### config.mk
export PLATFORM = sky130hd
export DESIGN_NAME = multi_mode_byte_cipher
export DESIGN_NICKNAME = d
export VERILOG_FILES = /design/src/sv/mmbc_pkg.sv /design/src/sv/multi_mode_byte_cipher.sv /design/src/sv/mmbc_ram.sv /design/src/sv/mmbc_ctrl.sv /design/src/sv/mmbc_datapath.sv
export VERILOG_INCLUDE_DIRS = /design/src /design/src/sv
export SDC_FILE = /design/constraint.sdc
export NUM_CORES = 2
export LEC_CHECK = 0
export ABC_AREA = 1
export BUFFER_PORTS_ARGS = -buffer_cell sky130_fd_sc_hd__clkbuf_2
export CORE_MARGIN = 4
export CORE_UTILIZATION = 58
export DETAILED_ROUTE_END_ITERATION = 7
export GPL_ROUTABILITY_DRIVEN = 0
export PLACE_DENSITY = 0.74
export SLEW_MARGIN = 20
export SYNTH_ARGS = -nofsm -noshare
export SYNTH_HDL_FRONTEND = slang
export SYNTH_HIERARCHICAL = 1
export SYNTH_SLANG_ARGS = --single-unit
### constraint.sdc
create_clock -name clk -period 21.1 [get_ports clk]
set_input_delay 3.165 -clock clk [delete_from_list [all_inputs] [get_ports clk]]
set_output_delay 3.165 -clock clk [all_outputs]
set_load 0.05 [all_outputs]
### src/sv/multi_mode_byte_cipher_assert.svh
// ----------------------------------------------------------------------------
// Multi-mode byte cipher assertion macros
// Shared property templates, clocked on clk and disabled in rst.
// ----------------------------------------------------------------------------
`ifndef MULTI_MODE_BYTE_CIPHER_ASSERT_SVH
`define MULTI_MODE_BYTE_CIPHER_ASSERT_SVH

// same-cycle implication
`define MMBC_ASSERT_NOW(label, cond, expr, msg) \
  label: assert property (@(posedge clk) disable iff (rst) (cond) |-> (expr)) \
    else $error(msg);

// next-cycle implication
`define MMBC_ASSERT_NEXT(label, cond, expr, msg) \
  label: assert property (@(posedge clk) disable iff (rst) (cond) |=> (expr)) \
    else $error(msg);

`endif

### src/sv/mmbc_pkg.sv
// ----------------------------------------------------------------------------
// mmbc_pkg
// Types and constants shared by the multi-mode byte cipher modules.
// ----------------------------------------------------------------------------
`default_nettype none

package mmbc_pkg;

  localparam int PERM_DEPTH = 256;
  localparam int PERM_AW    = 8;

  // register indexes
  localparam logic [2:0] REG_MODE     = 3'd0;
  localparam logic [2:0] REG_XOR_KEY  = 3'd1;
  localparam logic [2:0] REG_VIG_KEY  = 3'd2;
  localparam logic [2:0] REG_RC4_LOW  = 3'd3;
  localparam logic [2:0] REG_RC4_HIGH = 3'd4;

  // mode codes
  localparam logic [2:0] MODE_PASS   = 3'd0;
  localparam logic [2:0] MODE_CAESAR = 3'd1;
  localparam logic [2:0] MODE_XOR    = 3'd2;
  localparam logic [2:0] MODE_VIG    = 3'd3;
  localparam logic [2:0] MODE_RC4    = 3'd4;

  // reset keys: "1234", "TAJNE", "1234567890123456"
  localparam logic [31:0] XOR_KEY_RST  = 32'h3433_3231;
  localparam logic [39:0] VIG_KEY_RST  = 40'h45_4E4A_4154;
  localparam logic [63:0] RC4_LOW_RST  = 64'h3837_3635_3433_3231;
  localparam logic [63:0] RC4_HIGH_RST = 64'h3635_3433_3231_3039;

  localparam logic [7:0] PRINT_LO     = 8'd32;
  localparam logic [7:0] PRINT_HI     = 8'd126;
  localparam logic [8:0] PRINT_SPAN   = 9'd95;
  localparam logic [6:0] CAESAR_SHIFT = 7'd3;

  typedef enum logic [3:0] {
    ST_IDLE,
    ST_FILL,
    ST_KS_RD_N,
    ST_KS_RD_J,
    ST_KS_WR_N,
    ST_KS_WR_J,
    ST_PR_RD_I,
    ST_PR_RD_J,
    ST_PR_WR_I,
    ST_PR_WR_J,
    ST_PR_KS,
    ST_DONE
  } ctrl_state_t;

  typedef enum logic [3:0] {
    OP_NONE,
    OP_LOAD,
    OP_FILL,
    OP_KS_RD_N,
    OP_KS_RD_J,
    OP_KS_WR_N,
    OP_KS_WR_J,
    OP_PR_RD_I,
    OP_PR_RD_J,
    OP_PR_WR_I,
    OP_PR_WR_J,
    OP_PR_KS,
    OP_FINISH
  } dp_op_t;

  typedef struct packed {
    dp_op_t op;
  } dp_cmd_t;

  typedef struct packed {
    logic sched_pending;
    logic rc4_mode;
    logic cnt_max;
    logic out_free;
  } dp_status_t;

endpackage

`default_nettype wire

### src/sv/multi_mode_byte_cipher.sv
// out_valid rises once an accepted item's result is loaded into the output register;
// in RC4 mode the RC4 step (read S[i], read S[j], write both, keystream read) comes first.
// A new item is taken once the last result is loaded; a stalled result holds the next one.
// First item of each message adds the RC4 key schedule (table fill, then key swaps),
// in every mode, keyed from the rc4 registers at that item.
// Reset (rst, sync, active high): default keys, mode 0, indices cleared, schedule pending.
// ----------------------------------------------------------------------------
// multi_mode_byte_cipher
// Byte cipher with pass, Caesar, XOR, Vigenere and RC4 modes.
// ----------------------------------------------------------------------------
`default_nettype none

module multi_mode_byte_cipher
  import mmbc_pkg::*;
(
  input  wire logic        clk,
  input  wire logic        rst,
  // input item channel
  input  wire logic        in_valid,
  output logic             in_stall,
  input  wire logic [7:0]  data_byte,
  input  wire logic        last_byte,
  // result item channel
  output logic             out_valid,
  input  wire logic        out_stall,
  output logic [7:0]       out_byte,
  output logic             out_last,
  // configuration write channel
  input  wire logic        cfg_valid,
  output logic             cfg_ready,
  input  wire logic [2:0]  cfg_index,
  input  wire logic [63:0] cfg_data
);

  dp_cmd_t    cmd;
  dp_status_t status;

  // register writes are always taken; the host must write only while idle, not enforced
  assign cfg_ready = 1'b1;

  // Sequencer: accepts an item only in its idle state. Because the result
  // sits in the datapath's output register, the sequencer goes back to idle
  // as soon as the result is loaded, so the next item can be taken while the
  // previous one still waits downstream.
  mmbc_ctrl u_ctrl (
    .clk      (clk),
    .rst      (rst),
    .in_valid (in_valid),
    .in_stall (in_stall),
    .status   (status),
    .cmd      (cmd)
  );

  // Datapath: configuration, the 256 x 8 permutation RAM, RC4 indices,
  // key position counters (mod 4 and mod 5) and the output register.
  mmbc_datapath u_dp (
    .clk       (clk),
    .rst       (rst),
    .cmd       (cmd),
    .status    (status),
    .cfg_we    (cfg_valid && cfg_ready),
    .cfg_index (cfg_index),
    .cfg_data  (cfg_data),
    .data_byte (data_byte),
    .last_byte (last_byte),
    .out_valid (out_valid),
    .out_stall (out_stall),
    .out_byte  (out_byte),
    .out_last  (out_last)
  );

endmodule

`default_nettype wire

### src/sv/mmbc_ram.sv
// ----------------------------------------------------------------------------
// mmbc_ram
// Generic single-write, single-read RAM with registered read data.
// ----------------------------------------------------------------------------
`default_nettype none

module mmbc_ram #(
  parameter int WIDTH = 8,
  parameter int DEPTH = 256
) (
  input  wire logic                     clk,
  input  wire logic                     we,
  input  wire logic [$clog2(DEPTH)-1:0] waddr,
  input  wire logic [WIDTH-1:0]         wdata,
  input  wire logic [$clog2(DEPTH)-1:0] raddr,
  output logic      [WIDTH-1:0]         rdata
);

  logic [WIDTH-1:0] mem [DEPTH];

  always_ff @(posedge clk) begin
    if (we) begin
      mem[waddr] <= wdata;
    end
    rdata <= mem[raddr];
  end

endmodule

`default_nettype wire

### src/sv/mmbc_ctrl.sv
// ----------------------------------------------------------------------------
// mmbc_ctrl
// Sequencer: input accept, key schedule, RC4 step and result hand-off.
// ----------------------------------------------------------------------------
`default_nettype none

module mmbc_ctrl
  import mmbc_pkg::*;
(
  input  wire logic       clk,
  input  wire logic       rst,
  input  wire logic       in_valid,
  output logic            in_stall,
  input  wire dp_status_t status,
  output dp_cmd_t         cmd
);

  ctrl_state_t state, state_next;

  always_ff @(posedge clk) begin
    if (rst) begin
      state <= ST_IDLE;
    end else begin
      state <= state_next;
    end
  end

  always_comb begin
    state_next = state;
    cmd.op     = OP_NONE;
    in_stall   = 1'b1;
    unique case (state)
      ST_IDLE: begin
        in_stall = 1'b0;
        if (in_valid) begin
          cmd.op = OP_LOAD;
          if (status.sched_pending) begin
            state_next = ST_FILL;
          end else if (status.rc4_mode) begin
            state_next = ST_PR_RD_I;
          end else begin
            state_next = ST_DONE;
          end
        end
      end
      ST_FILL: begin
        cmd.op = OP_FILL;
        if (status.cnt_max) begin
          state_next = ST_KS_RD_N;
        end
      end
      ST_KS_RD_N: begin
        cmd.op     = OP_KS_RD_N;
        state_next = ST_KS_RD_J;
      end
      ST_KS_RD_J: begin
        cmd.op     = OP_KS_RD_J;
        state_next = ST_KS_WR_N;
      end
      ST_KS_WR_N: begin
        cmd.op     = OP_KS_WR_N;
        state_next = ST_KS_WR_J;
      end
      ST_KS_WR_J: begin
        cmd.op = OP_KS_WR_J;
        if (!status.cnt_max) begin
          state_next = ST_KS_RD_N;
        end else if (status.rc4_mode) begin
          state_next = ST_PR_RD_I;
        end else begin
          state_next = ST_DONE;
        end
      end
      ST_PR_RD_I: begin
        cmd.op     = OP_PR_RD_I;
        state_next = ST_PR_RD_J;
      end
      ST_PR_RD_J: begin
        cmd.op     = OP_PR_RD_J;
        state_next = ST_PR_WR_I;
      end
      ST_PR_WR_I: begin
        cmd.op     = OP_PR_WR_I;
        state_next = ST_PR_WR_J;
      end
      ST_PR_WR_J: begin
        cmd.op     = OP_PR_WR_J;
        state_next = ST_PR_KS;
      end
      ST_PR_KS: begin
        cmd.op     = OP_PR_KS;
        state_next = ST_DONE;
      end
      ST_DONE: begin
        cmd.op = OP_FINISH;
        if (status.out_free) begin
          state_next = ST_IDLE;
        end
      end
      default: begin
        state_next = ST_IDLE;
      end
    endcase
  end

endmodule

`default_nettype wire

### src/sv/mmbc_datapath.sv
// ----------------------------------------------------------------------------
// mmbc_datapath
// Config registers, permutation RAM, RC4 indices, byte transforms, output reg.
// ----------------------------------------------------------------------------
`default_nettype none

module mmbc_datapath
  import mmbc_pkg::*;
(
  input  wire logic        clk,
  input  wire logic        rst,
  input  wire dp_cmd_t     cmd,
  output dp_status_t       status,
  input  wire logic        cfg_we,
  input  wire logic [2:0]  cfg_index,
  input  wire logic [63:0] cfg_data,
  input  wire logic [7:0]  data_byte,
  input  wire logic        last_byte,
  output logic             out_valid,
  input  wire logic        out_stall,
  output logic [7:0]       out_byte,
  output logic             out_last
);

  `include "multi_mode_byte_cipher_assert.svh"

  // configuration
  logic [2:0]   mode;
  logic [31:0]  xor_key;
  logic [39:0]  vigenere_key;
  logic [63:0]  rc4_key_low;
  logic [63:0]  rc4_key_high;

  // control state
  logic         sched_pending;
  logic [7:0]   rc4_i;
  logic [7:0]   rc4_j;
  logic [1:0]   pos4;
  logic [2:0]   pos5;
  logic [7:0]   cnt;

  // payload
  logic [7:0]   data_r;
  logic         last_r;
  logic [7:0]   si;
  logic [7:0]   sj;
  logic [7:0]   ks_addr;
  logic [7:0]   keystream;

  logic               ram_we;
  logic [PERM_AW-1:0] ram_waddr;
  logic [7:0]         ram_wdata;
  logic [PERM_AW-1:0] ram_raddr;
  logic [7:0]         ram_rdata;

  logic [127:0] rc4_key;
  logic [7:0]   key_byte;
  logic [7:0]   ks_j_next;
  logic [7:0]   pr_j_next;
  logic [7:0]   pr_i_next;
  logic [7:0]   xor_byte;
  logic [7:0]   vig_byte;
  logic [7:0]   result;
  logic         out_free;
  logic         finish;

  function automatic logic [7:0] shift_printable(input logic [7:0] c, input logic [6:0] sh);
    logic [8:0] s;
    begin
      s = {1'b0, c - PRINT_LO} + {2'b00, sh};
      if (s >= PRINT_SPAN) begin
        s = s - PRINT_SPAN;
      end
      if (c < PRINT_LO || c > PRINT_HI) begin
        shift_printable = c;
      end else begin
        shift_printable = s[7:0] + PRINT_LO;
      end
    end
  endfunction

  // (k - 32) mod 95, taken non-negative: (k + 63) mod 95 with k + 63 < 4 * 95
  function automatic logic [6:0] vig_shift(input logic [7:0] k);
    logic [8:0] x;
    begin
      x = {1'b0, k} + 9'd63;
      if (x >= 9'd285) begin
        x = x - 9'd285;
      end else if (x >= 9'd190) begin
        x = x - 9'd190;
      end else if (x >= PRINT_SPAN) begin
        x = x - PRINT_SPAN;
      end
      vig_shift = x[6:0];
    end
  endfunction

  mmbc_ram #(
    .WIDTH (8),
    .DEPTH (PERM_DEPTH)
  ) u_perm_ram (
    .clk   (clk),
    .we    (ram_we),
    .waddr (ram_waddr),
    .wdata (ram_wdata),
    .raddr (ram_raddr),
    .rdata (ram_rdata)
  );

  assign rc4_key   = {rc4_key_high, rc4_key_low};
  assign key_byte  = rc4_key[{cnt[3:0], 3'b000} +: 8];
  assign ks_j_next = rc4_j + ram_rdata + key_byte;
  assign pr_j_next = rc4_j + ram_rdata;
  assign pr_i_next = rc4_i + 8'd1;

  assign xor_byte = xor_key[{pos4, 3'b000} +: 8];
  assign vig_byte = vigenere_key[{pos5, 3'b000} +: 8];

  assign out_free = !out_valid || !out_stall;
  assign finish   = (cmd.op == OP_FINISH) && out_free;

  assign status.sched_pending = sched_pending;
  assign status.rc4_mode      = (mode == MODE_RC4);
  assign status.cnt_max       = (cnt == 8'hFF);
  assign status.out_free      = out_free;

  // RAM port use per step
  always_comb begin
    ram_we    = 1'b0;
    ram_waddr = cnt;
    ram_wdata = cnt;
    ram_raddr = cnt;
    unique case (cmd.op)
      OP_FILL: begin
        ram_we = 1'b1;
      end
      OP_KS_RD_J: begin
        ram_raddr = ks_j_next;
      end
      OP_KS_WR_N: begin
        ram_we    = 1'b1;
        ram_wdata = ram_rdata;
      end
      OP_KS_WR_J: begin
        ram_we    = 1'b1;
        ram_waddr = rc4_j;
        ram_wdata = si;
      end
      OP_PR_RD_I: begin
        ram_raddr = pr_i_next;
      end
      OP_PR_RD_J: begin
        ram_raddr = pr_j_next;
      end
      OP_PR_WR_I: begin
        ram_we    = 1'b1;
        ram_waddr = rc4_i;
        ram_wdata = ram_rdata;
      end
      OP_PR_WR_J: begin
        ram_we    = 1'b1;
        ram_waddr = rc4_j;
        ram_wdata = si;
        ram_raddr = si + sj;
      end
      default: begin
      end
    endcase
  end

  always_comb begin
    case (mode)
      MODE_CAESAR: result = shift_printable(data_r, CAESAR_SHIFT);
      MODE_XOR:    result = data_r ^ xor_byte;
      MODE_VIG:    result = shift_printable(data_r, vig_shift(vig_byte));
      MODE_RC4:    result = data_r ^ keystream;
      default:     result = data_r;
    endcase
  end

  // control and configuration registers
  always_ff @(posedge clk) begin
    if (rst) begin
      mode          <= MODE_PASS;
      xor_key       <= XOR_KEY_RST;
      vigenere_key  <= VIG_KEY_RST;
      rc4_key_low   <= RC4_LOW_RST;
      rc4_key_high  <= RC4_HIGH_RST;
      sched_pending <= 1'b1;
      rc4_i         <= '0;
      rc4_j         <= '0;
      pos4          <= '0;
      pos5          <= '0;
      cnt           <= '0;
      out_valid     <= 1'b0;
    end else begin
      if (cfg_we) begin
        case (cfg_index)
          REG_MODE:     mode         <= cfg_data[2:0];
          REG_XOR_KEY:  xor_key      <= cfg_data[31:0];
          REG_VIG_KEY:  vigenere_key <= cfg_data[39:0];
          REG_RC4_LOW:  rc4_key_low  <= cfg_data;
          REG_RC4_HIGH: rc4_key_high <= cfg_data;
          default: begin
          end
        endcase
      end

      // a new result may replace one taken at the same edge
      if (finish) begin
        out_valid <= 1'b1;
      end else if (out_valid && !out_stall) begin
        out_valid <= 1'b0;
      end

      case (cmd.op)
        OP_FILL: begin
          cnt   <= cnt + 8'd1;
          rc4_j <= '0;
        end
        OP_KS_RD_J: begin
          rc4_j <= ks_j_next;
        end
        OP_KS_WR_J: begin
          cnt <= cnt + 8'd1;
          if (cnt == 8'hFF) begin
            rc4_i         <= '0;
            rc4_j         <= '0;
            sched_pending <= 1'b0;
          end
        end
        OP_PR_RD_I: begin
          rc4_i <= pr_i_next;
        end
        OP_PR_RD_J: begin
          rc4_j <= pr_j_next;
        end
        OP_FINISH: begin
          if (out_free) begin
            if (last_r) begin
              pos4          <= '0;
              pos5          <= '0;
              rc4_i         <= '0;
              rc4_j         <= '0;
              sched_pending <= 1'b1;
            end else begin
              pos4 <= pos4 + 2'd1;
              pos5 <= (pos5 == 3'd4) ? 3'd0 : pos5 + 3'd1;
            end
          end
        end
        default: begin
        end
      endcase
    end
  end

  // payload registers
  always_ff @(posedge clk) begin
    case (cmd.op)
      OP_LOAD: begin
        data_r <= data_byte;
        last_r <= last_byte;
      end
      OP_KS_RD_J, OP_PR_RD_J: begin
        si <= ram_rdata;
      end
      OP_PR_WR_I: begin
        sj <= ram_rdata;
      end
      OP_PR_WR_J: begin
        ks_addr <= si + sj;
      end
      OP_PR_KS: begin
        // the keystream read overlapped the write of S[j]
        keystream <= (ks_addr == rc4_j) ? si : ram_rdata;
      end
      default: begin
      end
    endcase
    if (finish) begin
      out_byte <= result;
      out_last <= last_r;
    end
  end

  `MMBC_ASSERT_NOW(a_rc4_keyed, (cmd.op == OP_PR_RD_I), !sched_pending, "rc4 step on unkeyed table")
  `MMBC_ASSERT_NEXT(a_last_restart, (finish && last_r),
    (sched_pending && rc4_i == 8'd0 && rc4_j == 8'd0 && pos4 == 2'd0 && pos5 == 3'd0),
    "message end did not restart state")
  `MMBC_ASSERT_NOW(a_pos5_range, 1'b1, (pos5 <= 3'd4), "vigenere position out of range")
  `MMBC_ASSERT_NEXT(a_finish_loads, finish, out_valid, "finished item not presented")

endmodule

`default_nettype wire

==> run summary <==
grt ovf = 0
CP Launch Type = primary input
DP Area = 100600 um^2
Post-CTS Setup Bufs = 0
via count = 71194
fin util = 63.47%
unrepaired setup endpoints after global routing = false
clk_lat worst skew = 0.87 ns
Worst EP required = 21.84 ns
Die Ht = 421.7 um
Max IR drop VDD = 0.1415 mV
share of the synthesized area in the top cell type = 63.47%
Compound-Gate Fraction of Synth Area = 2.687%
synthesized area = 99260 um^2
crit-path max FO = 152
vias in the first global route = 67038
Overall Global Routing Usage = 29.56%
worst-path cell chain = clkbuf_2, inv_1, a31oi_1, nor2_1, inv_1, nor2_1, nor2_1, inv_1, nor3_1, inv_1, o211ai_1, buf_4, inv_8, buf_4, buf_4, nand3_1, nand3_1, nand3_1, nand3_1, nand3_1, nand3_1, nand2_1, nand2_1, nand2_1
syn avg cell area = 10.72 um^2
Crit Path Class = primary input to flop
Hold Buf Count CTS = 0
register area share after synthesis = 68.43%
Slew Viols, Final = 0
Root Driver = clkbuf_16
Pleak = 0.03915 uW
type of the most critical hold path = flop to flop
largest family of logic cells by synthesized area = simple AND/OR/NAND/NOR gates
outcome = completed
initial core utilization = 58.44%
top_reg_cell synth = edfxtp_1
number of I/O pins = 93
CP bufs+invs = 9
Post-synth EDFFs = 2098
PortBufs = 91
combinational power share = 32.1%
commonest non-fill, non-tap cell in the layout = nand2_1
CTS sink cnt = 2344
total of max-cap violations = 0
clock period minus worst slack = 9.040 ns
area leader, netlist = edfxtp_1
library cells used by synthesis = 63
WP data arrival = 9.78 ns
Clock Pin Slew Worst Setup and Hold Paths = 0.06 ns
Area growth, synth to finish = 8.605%
Pwr Total = 13690 uW
drt pass-1 iters = 7
antenna violations before repair = 9
CTS max path bufs = 3
antenna viol nets, final = 0
first-pass GRT wire length = 405.9 mm
simple-gate share of the synthesized area = 23.94%
layout cells sized above 1 = 6.469%
ys async rst share = 0%
1st-iter DRT viols = 10235
worst slew pin tran = 1.163 ns
Die ar. = 177800 um^2
Routed WL per cell = 23.41 um
multiplexer share of the synthesized area = 0%
Rel. slew slack = 22.44%
Net Switching = 5082 uW
Slowest cell on crit path = buf_4
Synth area leaders = edfxtp_1 63%, nand3_1 11%, nand2_1 9.8%
Tcrit/Tclk final = 42.84%
Final Setup Violations = 0
Post-Synthesis Cells = 9259
commonest non-fill, non-tap cells in the layout = 2594 x nand2_1, 2189 x nand3_1, 2098 x edfxtp_1
Min Hold Slack = 0.4503 ns
Internal Power = 8611 uW
crit-path max cell delay = 0.92 ns
Seq cells post-synth = 2344
Hold Vio Cnt, Final = 0
Core Region = 169800 um^2
total negative slack = 0 ns
largest net degree at the start of global routing = 205
post-layout net count = 9206
Num CTS Buffers = 223
CP most frequent cell = nand3_1
Post-Route Skew = 0.04596 ns
via/cell ratio = 6.199
Sw Share = 37.11%
Post-Route WL = 268.9 mm
CTS tree = done
post-route cell area = 107800 um^2
f_max = 110.6 MHz
Net Count, Synth = 9390
sequential power share = 39.4%
Clk pwr share = 28.5%
XOR/XNOR Fraction of Synth Area = 0.3618%
pwr/cell area = 127.0 nW/um^2
Syn. warnings = 6
number of H-tree branching levels = 4
Filler cells = 12778
HPWL after DPL = 151.2 mm
FP Rows = 151
post-cts sizing count = 0
DRC Markers = 0
crit end category = flop
Adder-Cell Fraction of Synth Area = 0.6605%
crit-path leading delay family = buffers and inverters
die width = 421.7 um
## state kept, by name (all words and copies together) (netlist names), 32 cells and up
register             cells
u_dp/rc4_key_low        64
u_dp/xor_key            32
u_dp/rc4_key_high       64
u_dp/vigenere_key       40
u_dp/u_perm_ram/mem   2048
## synthesized netlist by cell type, drive strengths merged, types with 4 or more instances
cell type,instances
o22ai,21
xor2,34
fa,4
clkbuf,204
or2,8
nand2,2619
clkinv,8
nand4,16
o21ai,252
a211oi,6
nor3,24
a221oi,5
edfxtp,2098
a21oi,121
nand3,2201
o2111ai,4
o211ai,23
a22oi,9
a32o,7
and2,4
inv,250
o221ai,10
dfxtp,246
xnor2,4
buf,388
ha,46
nor4,5
nor2,626
## tightest hold or removal path, stage by stage (launching register included)
cell     delay [ns]
dfxtp_1        0.30
inv_1          0.06
a21oi_1        0.05
## kinds of logic (layout without fill, tap and decap cells)
family,count (synthesis),count (layout)
and+or+nand+nor,5504,5504
other,1,7
DFF,2344,2344
AOI/OAI and AO/OA,472,472
buffers and inverters,850,851
adders and majority gates,50,50
xor gates and xnor gates,38,38
## layer usage
layer	GRT usage (%)	routed length, um
met4	12.78	12050
met5	0	58
met2	45.43	123400
met1	41.26	101500
met3	6.112	31880
## power groups by stage
stage / logic (uW) / clock network [uW] / registers (uW)
final: 4400 / 3910 / 5390
after global routing: 4760 / 4150 / 5390
after CTS: 4300 / 3940 / 5390
after detailed placement: 4280 / 0 / 5480
after global placement: 4190 / 0 / 5480
after floorplan: 3060 / 0 / 5610
## metrics by stage
stage / cells / worst slack (ns)
floorplan: 9259 / 4.262
global placement: 11068 / 11.63
detailed placement: 11068 / 11.49
CTS: 11478 / 12.42
global route: 11482 / 11.87
finish: 11484 / 12.06
## worst paths after layout
path              slack [ns]  cells past startpoint                 start                       end
setup / recovery       12.06                     24              in_valid  u_dp/u_perm_ram/rdata[6]
hold / removal          0.45                      2  u_dp/rc4_key_low[39]      u_dp/rc4_key_low[39]
setup reg to reg       12.85                     24           u_dp/cnt[0]  u_dp/u_perm_ram/rdata[3]
hold reg to reg         0.45                      2  u_dp/rc4_key_low[39]      u_dp/rc4_key_low[39]
## cell type report
type	instances	area, um^2	share of cell area (%)
diodes	6	15.01	0.01393
clock buffers	294	6021	5.585
clock inverters	116	1137	1.055
inverters	258	1015	0.9412
multi-input cells	6065	27630	25.63
flip-flops and latches	2344	67930	63.01
well taps	2218	2775	2.574
repair buffers	183	1287	1.194
(Power assumes the default switching activity.)
